==> src/sv/rmws_pkg.sv <==
// Shared constants for the ramped move unit with wheel synchronization.
// No dependencies; the top level and the divider import this package.
`default_nettype none

package rmws_pkg;

    // Default width to which the encoder counts are reduced.
    localparam int COUNT_WIDTH_DEF = 32;

    // Register widths.
    localparam int TGT_W  = 20;
    localparam int RAMP_W = 20;
    localparam int GAIN_W = 15;
    localparam int BASE_W = 15;
    localparam int KP_W   = 16;
    localparam int KI_W   = 16;

    // Configuration port.
    localparam int CFG_IDX_W  = 3;
    localparam int CFG_DATA_W = 20;

    localparam logic [CFG_IDX_W-1:0] REG_TARGET = 3'd0;
    localparam logic [CFG_IDX_W-1:0] REG_RAMP   = 3'd1;
    localparam logic [CFG_IDX_W-1:0] REG_GAIN   = 3'd2;
    localparam logic [CFG_IDX_W-1:0] REG_BASE   = 3'd3;
    localparam logic [CFG_IDX_W-1:0] REG_KP     = 3'd4;
    localparam logic [CFG_IDX_W-1:0] REG_KI     = 3'd5;

    // Register values after reset.
    localparam logic [TGT_W-1:0]  TARGET_RST = 20'd4879;
    localparam logic [RAMP_W-1:0] RAMP_RST   = 20'd4010;
    localparam logic [GAIN_W-1:0] GAIN_RST   = 15'd13107;
    localparam logic [BASE_W-1:0] BASE_RST   = 15'd3277;
    localparam logic [KP_W-1:0]   KP_RST     = 16'd66;
    localparam logic [KI_W-1:0]   KI_RST     = 16'd131;

    // Drive outputs, Q1.15.
    localparam int DRIVE_W = 16;
    localparam logic [DRIVE_W-1:0] DRIVE_POS_LIM = 16'h7FFF;
    localparam logic [DRIVE_W-1:0] DRIVE_NEG_LIM = 16'h8000;

endpackage

`default_nettype wire

==> src/sv/rmws_mul.sv <==
// Shared signed multiplier with a registered product.
// No package dependency; used by the ramped move top level.
`default_nettype none

module rmws_mul #(
    parameter int A_W = 34,
    parameter int B_W = 17
) (
    input  wire logic                        clk,
    input  wire logic                        en,
    input  wire logic signed [A_W-1:0]       a,
    input  wire logic signed [B_W-1:0]       b,
    output logic signed      [A_W+B_W-1:0]   p
);

    logic signed [A_W+B_W-1:0] p_reg;

    // Load a new product when the sequencer issues an operation.
    always_ff @(posedge clk)
    begin
        if (en)
        begin
            p_reg <= (A_W+B_W)'(a) * (A_W+B_W)'(b);
        end
    end

    assign p = p_reg;

endmodule

`default_nettype wire

==> src/sv/rmws_div.sv <==
// Iterative unsigned divider, two restoring steps per cycle.
// Depends on rmws_pkg for the divisor width.
`default_nettype none

module rmws_div
    import rmws_pkg::*;
#(
    parameter int DIVIDEND_W = 49
) (
    input  wire logic                    clk,
    input  wire logic                    rst_n,
    input  wire logic                    start,
    input  wire logic [DIVIDEND_W-1:0]   dividend,
    input  wire logic [RAMP_W-1:0]       divisor,
    output logic                         busy,
    output logic [DIVIDEND_W-1:0]        quotient
);

    localparam int QW    = DIVIDEND_W + (DIVIDEND_W % 2);
    localparam int STEPS = QW / 2;
    localparam int CNTW  = $clog2(STEPS + 1);

    logic [QW-1:0]     quo_reg;
    logic [QW-1:0]     quo_next;
    logic [RAMP_W-1:0] rem_reg;
    logic [RAMP_W-1:0] rem_next;
    logic [RAMP_W-1:0] den_reg;
    logic [CNTW-1:0]   cnt_reg;
    logic              busy_reg;

    logic [RAMP_W:0]   trial1;
    logic [RAMP_W:0]   trial2;
    logic [RAMP_W-1:0] rem1;
    logic              ge1;
    logic              ge2;

    // Two dependent shift-and-subtract steps for one cycle.
    always_comb
    begin
        trial1 = {rem_reg, quo_reg[QW-1]};
        ge1    = trial1 >= {1'b0, den_reg};
        rem1   = ge1 ? RAMP_W'(trial1 - {1'b0, den_reg}) : RAMP_W'(trial1);
        trial2 = {rem1, quo_reg[QW-2]};
        ge2    = trial2 >= {1'b0, den_reg};
        rem_next = ge2 ? RAMP_W'(trial2 - {1'b0, den_reg}) : RAMP_W'(trial2);
        quo_next = {quo_reg[QW-3:0], ge1, ge2};
    end

    // Step counter and busy flag.
    always_ff @(posedge clk or negedge rst_n)
    begin
        if (!rst_n)
        begin
            busy_reg <= 1'b0;
            cnt_reg  <= '0;
        end
        else if (start)
        begin
            busy_reg <= 1'b1;
            cnt_reg  <= CNTW'(STEPS);
        end
        else if (busy_reg)
        begin
            cnt_reg <= cnt_reg - 1'b1;
            if (cnt_reg == CNTW'(1))
            begin
                busy_reg <= 1'b0;
            end
        end
    end

    // Partial remainder and quotient shift register.
    always_ff @(posedge clk)
    begin
        if (start)
        begin
            quo_reg <= QW'(dividend);
            rem_reg <= '0;
            den_reg <= divisor;
        end
        else if (busy_reg)
        begin
            quo_reg <= quo_next;
            rem_reg <= rem_next;
        end
    end

    assign busy     = busy_reg;
    assign quotient = quo_reg[DIVIDEND_W-1:0];

endmodule

`default_nettype wire

==> src/sv/ramped_move_with_wheel_sync_unit.sv <==
// Top level of the ramped move unit with PI wheel synchronization.
// Depends on rmws_pkg, rmws_mul and rmws_div.
//
// One input beat is one control tick and yields exactly one output beat. A tick of a
// running move passes through the states CHECK, DIFF, MULP, MULI, ACC, CORR, DIV, RB,
// SAT and OUT, and its result is loaded into the output register from OUT; the next
// tick can be accepted in the cycle after the load. The ramp division, which retires
// two quotient bits per cycle, sets the length of such a tick, while the three
// products share one registered multiplier. A tick that ends the move, or arrives
// after it ended, goes from CHECK straight to OUT. A stalled output register holds
// the sequencer in its last state and adds its stall cycles.
// in_stall is high from acceptance until the result is loaded into the output
// register, which then holds it for the consumer while the next tick is taken.
// cfg_ready is always high; write the registers only while no tick is in progress.
`default_nettype none

module ramped_move_with_wheel_sync_unit
    import rmws_pkg::*;
#(
    parameter int COUNT_WIDTH = COUNT_WIDTH_DEF
) (
    input  wire logic                   clk,
    input  wire logic                   rst_n,
    // Tick input channel.
    input  wire logic                   in_valid,
    output logic                        in_stall,
    input  wire logic                   new_move,
    input  wire logic signed [31:0]     left_count,
    input  wire logic signed [31:0]     right_count,
    input  wire logic                   stop_request,
    // Drive output channel.
    output logic                        out_valid,
    input  wire logic                   out_stall,
    output logic signed [DRIVE_W-1:0]   left_drive,
    output logic signed [DRIVE_W-1:0]   right_drive,
    output logic                        move_done,
    // Configuration write channel.
    input  wire logic                   cfg_valid,
    output logic                        cfg_ready,
    input  wire logic [CFG_IDX_W-1:0]   cfg_index,
    input  wire logic [CFG_DATA_W-1:0]  cfg_data
);

    localparam int CW  = COUNT_WIDTH;
    localparam int NW  = ((CW > 21) ? CW : 21) + 1;
    localparam int NW1 = NW + 1;
    localparam int PW  = NW + 16;
    localparam int MA  = (NW > CW + 2) ? NW : CW + 2;
    localparam int MB  = KP_W + 1;
    localparam int PRW = MA + MB;
    localparam int AW  = CW + 20;
    localparam int CRW = AW - 2;
    localparam int RPW = PW + 1;
    localparam int SW  = ((RPW > CRW) ? RPW : CRW) + 3;

    // Sequencer states.
    localparam logic [3:0] S_IDLE  = 4'd0;
    localparam logic [3:0] S_CHECK = 4'd1;
    localparam logic [3:0] S_DIFF  = 4'd2;
    localparam logic [3:0] S_MULP  = 4'd3;
    localparam logic [3:0] S_MULI  = 4'd4;
    localparam logic [3:0] S_ACC   = 4'd5;
    localparam logic [3:0] S_CORR  = 4'd6;
    localparam logic [3:0] S_DIV   = 4'd7;
    localparam logic [3:0] S_RB    = 4'd8;
    localparam logic [3:0] S_SAT   = 4'd9;
    localparam logic [3:0] S_OUT   = 4'd10;

    // Configuration registers.
    logic [TGT_W-1:0]  target_reg;
    logic [RAMP_W-1:0] ramp_reg;
    logic [GAIN_W-1:0] gain_reg;
    logic [BASE_W-1:0] base_reg;
    logic [KP_W-1:0]   kp_reg;
    logic [KI_W-1:0]   ki_reg;

    // Move state.
    logic signed [CW-1:0] pos_reg;
    logic signed [CW-1:0] prev_left_reg;
    logic signed [CW-1:0] prev_right_reg;
    logic                 done_reg;

    // Captured tick.
    logic signed [CW-1:0] left_reg;
    logic signed [CW-1:0] right_reg;
    logic                 stop_reg;

    // Datapath registers.
    logic [3:0]            state_reg;
    logic [3:0]            state_next;
    logic signed [NW-1:0]  n_reg;
    logic                  hold_reg;
    logic signed [CW+1:0]  dd_reg;
    logic signed [CW:0]    diff_reg;
    logic                  ramp_neg_reg;
    logic signed [AW-1:0]  acc_reg;
    logic signed [CRW-1:0] corr_reg;
    logic signed [RPW-1:0] term_reg;
    logic signed [SW-1:0]  rb_reg;
    logic [DRIVE_W-1:0]    res_left_reg;
    logic [DRIVE_W-1:0]    res_right_reg;
    logic                  res_done_reg;

    // Output register.
    logic                  out_valid_reg;
    logic [DRIVE_W-1:0]    out_left_reg;
    logic [DRIVE_W-1:0]    out_right_reg;
    logic                  out_done_reg;

    logic in_accept;
    logic out_load;

    // Ramp region decode.
    logic [RAMP_W-1:0]    r_eff;
    logic signed [NW-1:0] p_s;
    logic signed [NW-1:0] t_s;
    logic signed [NW-1:0] r_s;
    logic signed [NW-1:0] t_minus_p;
    logic signed [NW1-1:0] p_twice;
    logic signed [NW1-1:0] t_wide;
    logic                 past_end;
    logic                 end_tick;
    logic                 triangle;
    logic signed [NW-1:0] n_next;
    logic                 hold_next;

    // Multiplier and divider connections.
    logic                  mul_en;
    logic signed [MA-1:0]  mul_a;
    logic signed [MB-1:0]  mul_b;
    logic signed [PRW-1:0] mul_p;
    logic signed [PW-1:0]  ramp_prod;
    logic [PW-1:0]         ramp_mag;
    logic                  div_start;
    logic                  div_busy;
    logic [PW-1:0]         div_q;
    logic signed [RPW-1:0] q_ext;

    // Correction and drive sums.
    logic signed [AW-1:0]  acc_adj;
    logic signed [AW-1:0]  acc_shift;
    logic signed [SW-1:0]  left_sum;
    logic signed [SW-1:0]  right_sum;

    // Saturate a wide signed sum to Q1.15.
    function automatic logic [DRIVE_W-1:0] sat16(input logic signed [SW-1:0] v);
        logic signed [SW-1:0] hi;
        logic signed [SW-1:0] lo;
        hi = SW'($signed({1'b0, DRIVE_POS_LIM[DRIVE_W-2:0]}));
        lo = SW'($signed(DRIVE_NEG_LIM));
        if (v > hi)
        begin
            return DRIVE_POS_LIM;
        end
        else if (v < lo)
        begin
            return DRIVE_NEG_LIM;
        end
        return v[DRIVE_W-1:0];
    endfunction

    assign in_stall  = (state_reg != S_IDLE);
    assign in_accept = in_valid && !in_stall;
    assign cfg_ready = 1'b1;

    // Configuration writes; indexes beyond the list are ignored.
    always_ff @(posedge clk or negedge rst_n)
    begin
        if (!rst_n)
        begin
            target_reg <= TARGET_RST;
            ramp_reg   <= RAMP_RST;
            gain_reg   <= GAIN_RST;
            base_reg   <= BASE_RST;
            kp_reg     <= KP_RST;
            ki_reg     <= KI_RST;
        end
        else if (cfg_valid && cfg_ready)
        begin
            case (cfg_index)
                REG_TARGET: target_reg <= cfg_data[TGT_W-1:0];
                REG_RAMP:   ramp_reg   <= cfg_data[RAMP_W-1:0];
                REG_GAIN:   gain_reg   <= cfg_data[GAIN_W-1:0];
                REG_BASE:   base_reg   <= cfg_data[BASE_W-1:0];
                REG_KP:     kp_reg     <= cfg_data[KP_W-1:0];
                REG_KI:     ki_reg     <= cfg_data[KI_W-1:0];
                default:    ;
            endcase
        end
    end

    // Ramp region: rising, holding or falling, from the stored position.
    always_comb
    begin
        r_eff     = (ramp_reg == '0) ? RAMP_W'(1) : ramp_reg;
        p_s       = NW'(pos_reg);
        t_s       = NW'(target_reg);
        r_s       = NW'(r_eff);
        t_minus_p = t_s - p_s;
        p_twice   = {p_s, 1'b0};
        t_wide    = NW1'(t_s);
        past_end  = p_s > t_s;
        end_tick  = done_reg || past_end || stop_reg;
        triangle  = {r_eff, 1'b0} >= {1'b0, target_reg};
        hold_next = 1'b0;
        if (triangle)
        begin
            n_next = (p_twice < t_wide) ? p_s : t_minus_p;
        end
        else if (p_s < r_s)
        begin
            n_next = p_s;
        end
        else if (t_minus_p <= r_s)
        begin
            n_next = t_minus_p;
        end
        else
        begin
            n_next    = t_minus_p;
            hold_next = 1'b1;
        end
    end

    // Operand select for the shared multiplier.
    always_comb
    begin
        mul_en = 1'b0;
        mul_a  = MA'(n_reg);
        mul_b  = MB'(gain_reg);
        case (state_reg)
            S_DIFF:
            begin
                mul_en = 1'b1;
                mul_a  = MA'(n_reg);
                mul_b  = MB'(gain_reg);
            end
            S_MULP:
            begin
                mul_en = 1'b1;
                mul_a  = MA'(dd_reg);
                mul_b  = MB'(kp_reg);
            end
            S_MULI:
            begin
                mul_en = 1'b1;
                mul_a  = MA'(diff_reg);
                mul_b  = MB'(ki_reg);
            end
            default: ;
        endcase
    end

    rmws_mul #(
        .A_W (MA),
        .B_W (MB)
    ) u_mul (
        .clk (clk),
        .en  (mul_en),
        .a   (mul_a),
        .b   (mul_b),
        .p   (mul_p)
    );

    // Ramp product magnitude goes to the divider; the sign is kept aside.
    assign ramp_prod = PW'(mul_p);
    assign ramp_mag  = ramp_prod[PW-1] ? (~ramp_prod + 1'b1) : ramp_prod;
    assign div_start = (state_reg == S_MULP);

    rmws_div #(
        .DIVIDEND_W (PW)
    ) u_div (
        .clk      (clk),
        .rst_n    (rst_n),
        .start    (div_start),
        .dividend (ramp_mag),
        .divisor  (r_eff),
        .busy     (div_busy),
        .quotient (div_q)
    );

    assign q_ext = RPW'(div_q);

    // Correction rounded toward zero, then the two drive sums.
    always_comb
    begin
        acc_adj   = acc_reg + AW'({acc_reg[AW-1], acc_reg[AW-1]});
        acc_shift = acc_adj >>> 2;
        left_sum  = rb_reg - SW'(corr_reg);
        right_sum = rb_reg + SW'(corr_reg);
    end

    assign out_load = (state_reg == S_OUT) && (!out_valid_reg || !out_stall);

    // Sequencer.
    always_comb
    begin
        state_next = state_reg;
        case (state_reg)
            S_IDLE:  state_next = in_accept ? S_CHECK : S_IDLE;
            S_CHECK: state_next = end_tick ? S_OUT : S_DIFF;
            S_DIFF:  state_next = S_MULP;
            S_MULP:  state_next = S_MULI;
            S_MULI:  state_next = S_ACC;
            S_ACC:   state_next = S_CORR;
            S_CORR:  state_next = S_DIV;
            S_DIV:   state_next = div_busy ? S_DIV : S_RB;
            S_RB:    state_next = S_SAT;
            S_SAT:   state_next = S_OUT;
            S_OUT:   state_next = out_load ? S_IDLE : S_OUT;
            default: state_next = S_IDLE;
        endcase
    end

    // Control state: sequencer and the move state.
    always_ff @(posedge clk or negedge rst_n)
    begin
        if (!rst_n)
        begin
            state_reg      <= S_IDLE;
            done_reg       <= 1'b0;
            pos_reg        <= '0;
            prev_left_reg  <= '0;
            prev_right_reg <= '0;
        end
        else
        begin
            state_reg <= state_next;
            if (in_accept && new_move)
            begin
                done_reg       <= 1'b0;
                pos_reg        <= '0;
                prev_left_reg  <= '0;
                prev_right_reg <= '0;
            end
            else if (state_reg == S_CHECK && end_tick && !done_reg)
            begin
                done_reg <= 1'b1;
                pos_reg  <= '0;
            end
            else if (state_reg == S_MULP)
            begin
                pos_reg        <= left_reg;
                prev_left_reg  <= left_reg;
                prev_right_reg <= right_reg;
            end
        end
    end

    // Datapath registers along the sequence.
    always_ff @(posedge clk)
    begin
        if (in_accept)
        begin
            left_reg  <= left_count[CW-1:0];
            right_reg <= right_count[CW-1:0];
            stop_reg  <= stop_request;
        end
        case (state_reg)
            S_CHECK:
            begin
                n_reg         <= n_next;
                hold_reg      <= hold_next;
                res_left_reg  <= '0;
                res_right_reg <= '0;
                res_done_reg  <= 1'b1;
            end
            S_DIFF:
            begin
                dd_reg   <= ((CW+2)'(left_reg) - (CW+2)'(prev_left_reg))
                          - ((CW+2)'(right_reg) - (CW+2)'(prev_right_reg));
                diff_reg <= (CW+1)'(left_reg) - (CW+1)'(right_reg);
            end
            S_MULP:  ramp_neg_reg <= ramp_prod[PW-1];
            S_MULI:  acc_reg <= AW'(mul_p);
            S_ACC:   acc_reg <= acc_reg + AW'(mul_p);
            S_CORR:  corr_reg <= CRW'(acc_shift);
            S_DIV:
            begin
                if (hold_reg)
                begin
                    term_reg <= RPW'(gain_reg);
                end
                else
                begin
                    term_reg <= ramp_neg_reg ? -q_ext : q_ext;
                end
            end
            S_RB:    rb_reg <= SW'(term_reg) + SW'(base_reg);
            S_SAT:
            begin
                res_left_reg  <= sat16(left_sum);
                res_right_reg <= sat16(right_sum);
                res_done_reg  <= 1'b0;
            end
            default: ;
        endcase
    end

    // Output register holds a beat until the consumer takes it.
    always_ff @(posedge clk or negedge rst_n)
    begin
        if (!rst_n)
        begin
            out_valid_reg <= 1'b0;
        end
        else if (out_load)
        begin
            out_valid_reg <= 1'b1;
        end
        else if (out_valid_reg && !out_stall)
        begin
            out_valid_reg <= 1'b0;
        end
    end

    always_ff @(posedge clk)
    begin
        if (out_load)
        begin
            out_left_reg  <= res_left_reg;
            out_right_reg <= res_right_reg;
            out_done_reg  <= res_done_reg;
        end
    end

    assign out_valid   = out_valid_reg;
    assign left_drive  = out_left_reg;
    assign right_drive = out_right_reg;
    assign move_done   = out_done_reg;

endmodule

`default_nettype wire

==> config.mk <==
export PLATFORM = sky130hd
export DESIGN_NAME = ramped_move_with_wheel_sync_unit
export DESIGN_NICKNAME = d
export VERILOG_FILES = /design/src/sv/rmws_pkg.sv /design/src/sv/rmws_mul.sv /design/src/sv/rmws_div.sv /design/src/sv/ramped_move_with_wheel_sync_unit.sv
export SDC_FILE = /design/constraint.sdc
export NUM_CORES = 2
export LEC_CHECK = 0
export ABC_AREA = 1
export BUFFER_PORTS_ARGS = -buffer_cell sky130_fd_sc_hd__buf_4
export CAP_MARGIN = 20
export CORE_ASPECT_RATIO = 0.75
export CORE_MARGIN = 4
export CORE_UTILIZATION = 46
export CTS_BUF_LIST = sky130_fd_sc_hd__clkbuf_2
export CTS_CLUSTER_DIAMETER = 40
export DETAILED_ROUTE_END_ITERATION = 8
export PLACE_DENSITY_LB_ADDON = 0.3
export SLEW_MARGIN = 0
export SYNTH_ARGS = -nofsm -noshare
export SYNTH_HDL_FRONTEND = slang
export SYNTH_SLANG_ARGS = --single-unit
==> constraint.sdc <==
create_clock -name clk -period 6.7 [get_ports clk]
set_input_delay 1.34 -clock clk [delete_from_list [all_inputs] [get_ports clk]]
set_output_delay 1.34 -clock clk [all_outputs]
set_load 0.005 [all_outputs]
# Yosys cells after proc, flatten, opt, wreduce, memory -nomap -nowiden
# Index checks and enable logic that the tools add are counted.
# classes
n_addsub,15
multipliers,1
n_lt_le_gt_ge,11
eq_ne,17
muxes,53
n_bitwise,2
reduce_logical,34
# op_table
op,n
$mux 32,8
$mux 49,4
$gt 53x16->1 const B,2
$lt 53x16->1 const B,2
$pmux 52 s2,1
$mux 33,3
$sub 32x32->33,3
$mux 16,6
$pmux 16 s2,3
$pmux 34 s2,1
$ge 21x20->1,3
$mux 20,3
$add 53x50->53,1
$sub 53x50->53,1
$add 52x2->52,1
$add 52x51->52,1
$add 50x16->51,1
$mul 34x17->51,1
$neg 49->50,1
$add 49x1->49 const B,1
$not 49->49,1
$pmux 4 s11,1
$sub 20x20->20,2
$sub 33x33->34,1
other kinds (33),81
# totals
ff_bits,789
in_bits,94
output_inout_bits,36
wordCells,172

# Depth between registers and ports, before layout
# logic_depth
depth_word,7
ltp_mapped,38
ltp_nobuf,36

# By module
# From an unflattened synthesis, not the netlist that was laid out.
# unflattened
cells_unflattened,10798
hier_area_um2,80662.4
# by_module_without_submodules
module,n_inst,cells_each,area_per_inst_um2,seq_area_each_um2
ramped_move_with_wheel_sync_unit,1,6704,50095.5,18241.2
rmws_mul,1,3085,23415.0,1531.5
rmws_div,1,1009,7151.9,2642.5

# Worst setup path after synthesis
# Ideal clock, no wire load.
# synth_timing
kind,register to register
startpoint,reg state_reg[2]
endpoint,"reg u_mul.p_reg[46] (netlist: u_mul.p[46]), data pin"
setup_time_ns,0.260
arrival_time_ns,6.937
t_required_ns,6.440
slack_ns,-0.497
stages_incl_launch_ff,35
path_buffers,3
period_less_slack_ns,7.197
cell_sequence,dfrtp_1 -> inv_1 -> nor2_1 -> inv_1 -> nor2_1 -> nor2_1 -> clkbuf_1 -> buf_1 -> a21oi_1 -> inv_1 -> clkbuf_1 -> nand2_1 -> fa_1 -> inv_1 -> fa_1 -> fa_1 -> fa_1 -> fa_1 -> inv_1 -> fa_1 -> inv_1 -> ha_1 -> a21oi_1 -> inv_1 -> a21oi_1 -> nor2_1 -> nor3_1 -> nand2_1 -> a21oi_1 -> o21ai_0 -> nand3_1 -> nand3_1 -> nand3_1 -> nand2_1 -> xor2_1
# synth_between
elab_chain_cells,3
elab_cells_between_ends,5
cone_classes,mul (1); eq/ne (2); mux (2)
# synth_rtl
item,line,text
start: declaration,ramped_move_with_wheel_sync_unit.sv:89,logic [3:0] state_reg;
start signal: assignment,ramped_move_with_wheel_sync_unit.sv:328,state_reg <= state_next;
$eq 4x3->1 / $eq 4x2->1 (equally long branches),ramped_move_with_wheel_sync_unit.sv:231,case (state_reg)
$pmux 34 s2 / $pmux 16 s2 (equally long branches),ramped_move_with_wheel_sync_unit.sv:231,
$mul 34x17->51 *,rmws_mul.sv:23,p_reg <= (A_W+B_W)'(a) * (A_W+B_W)'(b);
end signal: assignment,rmws_mul.sv:23,
end: declaration,rmws_mul.sv:16,logic signed [A_W+B_W-1:0] p_reg;
# Mark *: on every way between the ends. The rest lies on a longest branch, timed or not.
# A chain may end at the register's enable or synchronous reset.

# Worst setup path after layout
# layout_timing
startpoint,reg state_reg[3]
endpoint,"reg u_mul.p_reg[47] (netlist: u_mul.p[47]), data pin"
# Same word-level chain as after synthesis.

==> impl_metrics.toml <==
[run_status]
status = "finished with violations"
violations = "negative setup slack"

[finish]
multi_input_area_um2 = 47100
fillers = 15200
drive_gt1_share_pct = 14.4
final_common_cell = "nand2_1"
regArea_um2 = 22400
largest_reg_flops = 52
syn2layout_area_growth_pct = 16.8
layout_common_cells = "nand2_1, inv_1, nor2_1"
nets = 11700
stdcell_area_um2 = 88800

[global_route]
antenna_found_initial = 6
grt_usage_pct = 29.8
grt_pass1_vias = 66800
grt-ovfl-total = 0
grt_start_max_net_pins = 159
grt_pass1_wl_mm = 396

[worst_setup_path]
crit_arrival_ns = 8.56
critPathLaunchType = "register"
cp.required_ns = 8.02
critPathKind = "register to register"
crit_path_frequent_cell = "fa_1"
crit_path_end_kind = "register"
crit_path_max_incr_delay_ns = 0.61
slowest_stage = "fa_2"
cp_max_fo = 6

[timing]
postLayoutSetupSlackWorst_ns = -0.545
tightest_slew_ns = 1.10
period_share_pct = 108
rsz0062_at_grt = "true"
relSlewSlack_pct = 26.6
setup_viol = 37
finalHoldViolCount = 0
fin_crit_ns = 7.24
fmax_ghz = 0.138
slew_viol_final = 0
fin_skew_ns = 0.144

[synth]
synth-edff-count = 556
avgSynthCellArea_um2 = 7.79
ys.warnings.count = 0
ys.flop_type = "edfxtp_1"
ys_seq_area_share_pct = 29.5
ys_ff_latch = 787
synth_cell_types = 69
synth_cells = 9759
syn_nets = 10900
async_flop_share_pct = 26.7
syn_area_um2 = 76000

[place]
io_buffer_count = 128
gp_congestion = 1.00
placed_area_um2 = 82500
dp_hpwl_mm = 212

[routing]
drc_errors = 0
avgRoutedWirePerCell_um = 20.5
dr.pass1.iters = 8
drtAntennaViolNets = 0
drtIter0Drc = 6794
drt_wl_total_mm = 263
vias = 68200
viasPerCell = 5.33

[floorplanning]
core_um2 = 163000
die_area_um2 = 172000
num_rows = 128
die_x_um = 477
initial_core_util_pct = 46.5
io_pins = 130
die_height_um = 360

[clock_network]
h-tree-depth = 4
clk_latency_ns = 1.64
cts_tree = "yes"
clk_pin_slew_worst_paths_ns = 0.12
cts_buffer_depth = 3
cts_root_buffer = "clkbuf_2"
clock_sinks = 787
cts_buffers = 198

[run]
cap_violations = 0

[worst_hold_path]
min_path_type = "input port to register"
==> critical path, delay by kind of cell, from the launching register on <==
family | cells | cell delay, ns
fa+ha+maj | 7 | 3.38
simple gates | 10 | 1.28
buf+inv | 11 | 1.23
compound gates | 3 | 0.51
flops | 1 | 0.45
xor+xnor | 1 | 0.08
==> final timing paths <==
check	start	to	slack [ns]	cells past startpoint
max reg2reg	state_reg[3]	u_mul.p[47]	-0.54	32
max in group asynchronous	rst_n	base_reg[12]	5.07	3
min	cfg_data[0]	kp_reg[0]	0.18	3
max	state_reg[3]	u_mul.p[47]	-0.54	32
min reg2reg	res_left_reg[6]	left_drive[6]	0.35	0
min in group asynchronous	rst_n	prev_right_reg[15]	0.25	2
==> per-stage QoR <==
stage	setup TNS, ns	worst slack (ns)	cells	hold WS, ns	util, %
finish	-13.15	-0.545	12800	0.180	54.3
global route	-20.09	-0.745	12800	0.106	54.3
CTS	-8.18	-0.399	12800	0.0317	53.5
detailed placement	-20.88	-0.780	12200	0.405	50.5
global placement	-18.99	-0.737	12200	0.404	50.5
floorplan	-0.0141	-0.0141	9759	0.400	-
==> synth_stat cells, types with 53 or more instances <==
cell type / count / share of area [%]
nand2_1: 2332 / 12
inv_1: 1953 / 9.6
nor2_1: 747 / 3.7
fa_1: 590 / 16
a21oi_1: 566 / 3.7
o21ai_0: 561 / 3.7
edfxtp_1: 556 / 22
ha_1: 497 / 8.2
nand3_1: 403 / 2.7
xor2_1: 238 / 2.7
clkbuf_1: 207 / 1.0
dfrtp_1: 175 / 5.8
xnor2_1: 138 / 1.6
nor3_1: 107 / 0.70
nand4_1: 87 / 0.72
a31oi_1: 57 / 0.47
o21a_1: 53 / 0.52
==> routing by layer <==
metal / vias to the layer above / part of all wire, % / GRT usage, %
met5: - / 0 / 0
met3: 473 / 8.4 / 5.41
li1: 32400 / - / -
met1: 32400 / 43 / 41.7
met2: 2962 / 44 / 46.2
met4: 0 / 4.1 / 11.3
==> area by class of cell <==
type | count | area share [%]
clock inverter | 108 | 0.758
tap | 2145 | 3.02
timing repair inverter | 3 | 0.0254
antenna | 5 | 0.0141
clock buffer | 257 | 1.45
timing repair buffer | 790 | 8.01
inverter | 1963 | 8.37
sequential | 787 | 25.3
multi-input combinational | 6732 | 53.1
==> what timing repair did <==
| item | 4_1_cts | 5_1_grt |
|---|---|---|
| resized for setup | 331 | 267 |
| pin swaps | 59 | 170 |
| hold endpoints to repair | 128 | 0 |
| gates cloned | 10 | 3 |
| setup buffers | 81 | 39 |
| hold buffers | 73 | 0 |
| setup endpoints to repair | 37 | 40 |
==> logic make-up (layout without fill, tap and decap cells) <==
logic type | count (synthesis) | after routing | synth area share (%)
xor+xnor | 376 | 376 | 4.33
compound gates | 1456 | 1456 | 10.7
fa+ha+maj | 1087 | 1087 | 23.7
flops | 787 | 787 | 29.5
simple gates | 3811 | 3812 | 20.6
buf+inv | 2241 | 3121 | 11.2
other cells | 1 | 6 | 0.00493
Power is not shown: default switching activity piles up to over one toggle a cycle in this logic, so the estimate is an artifact.
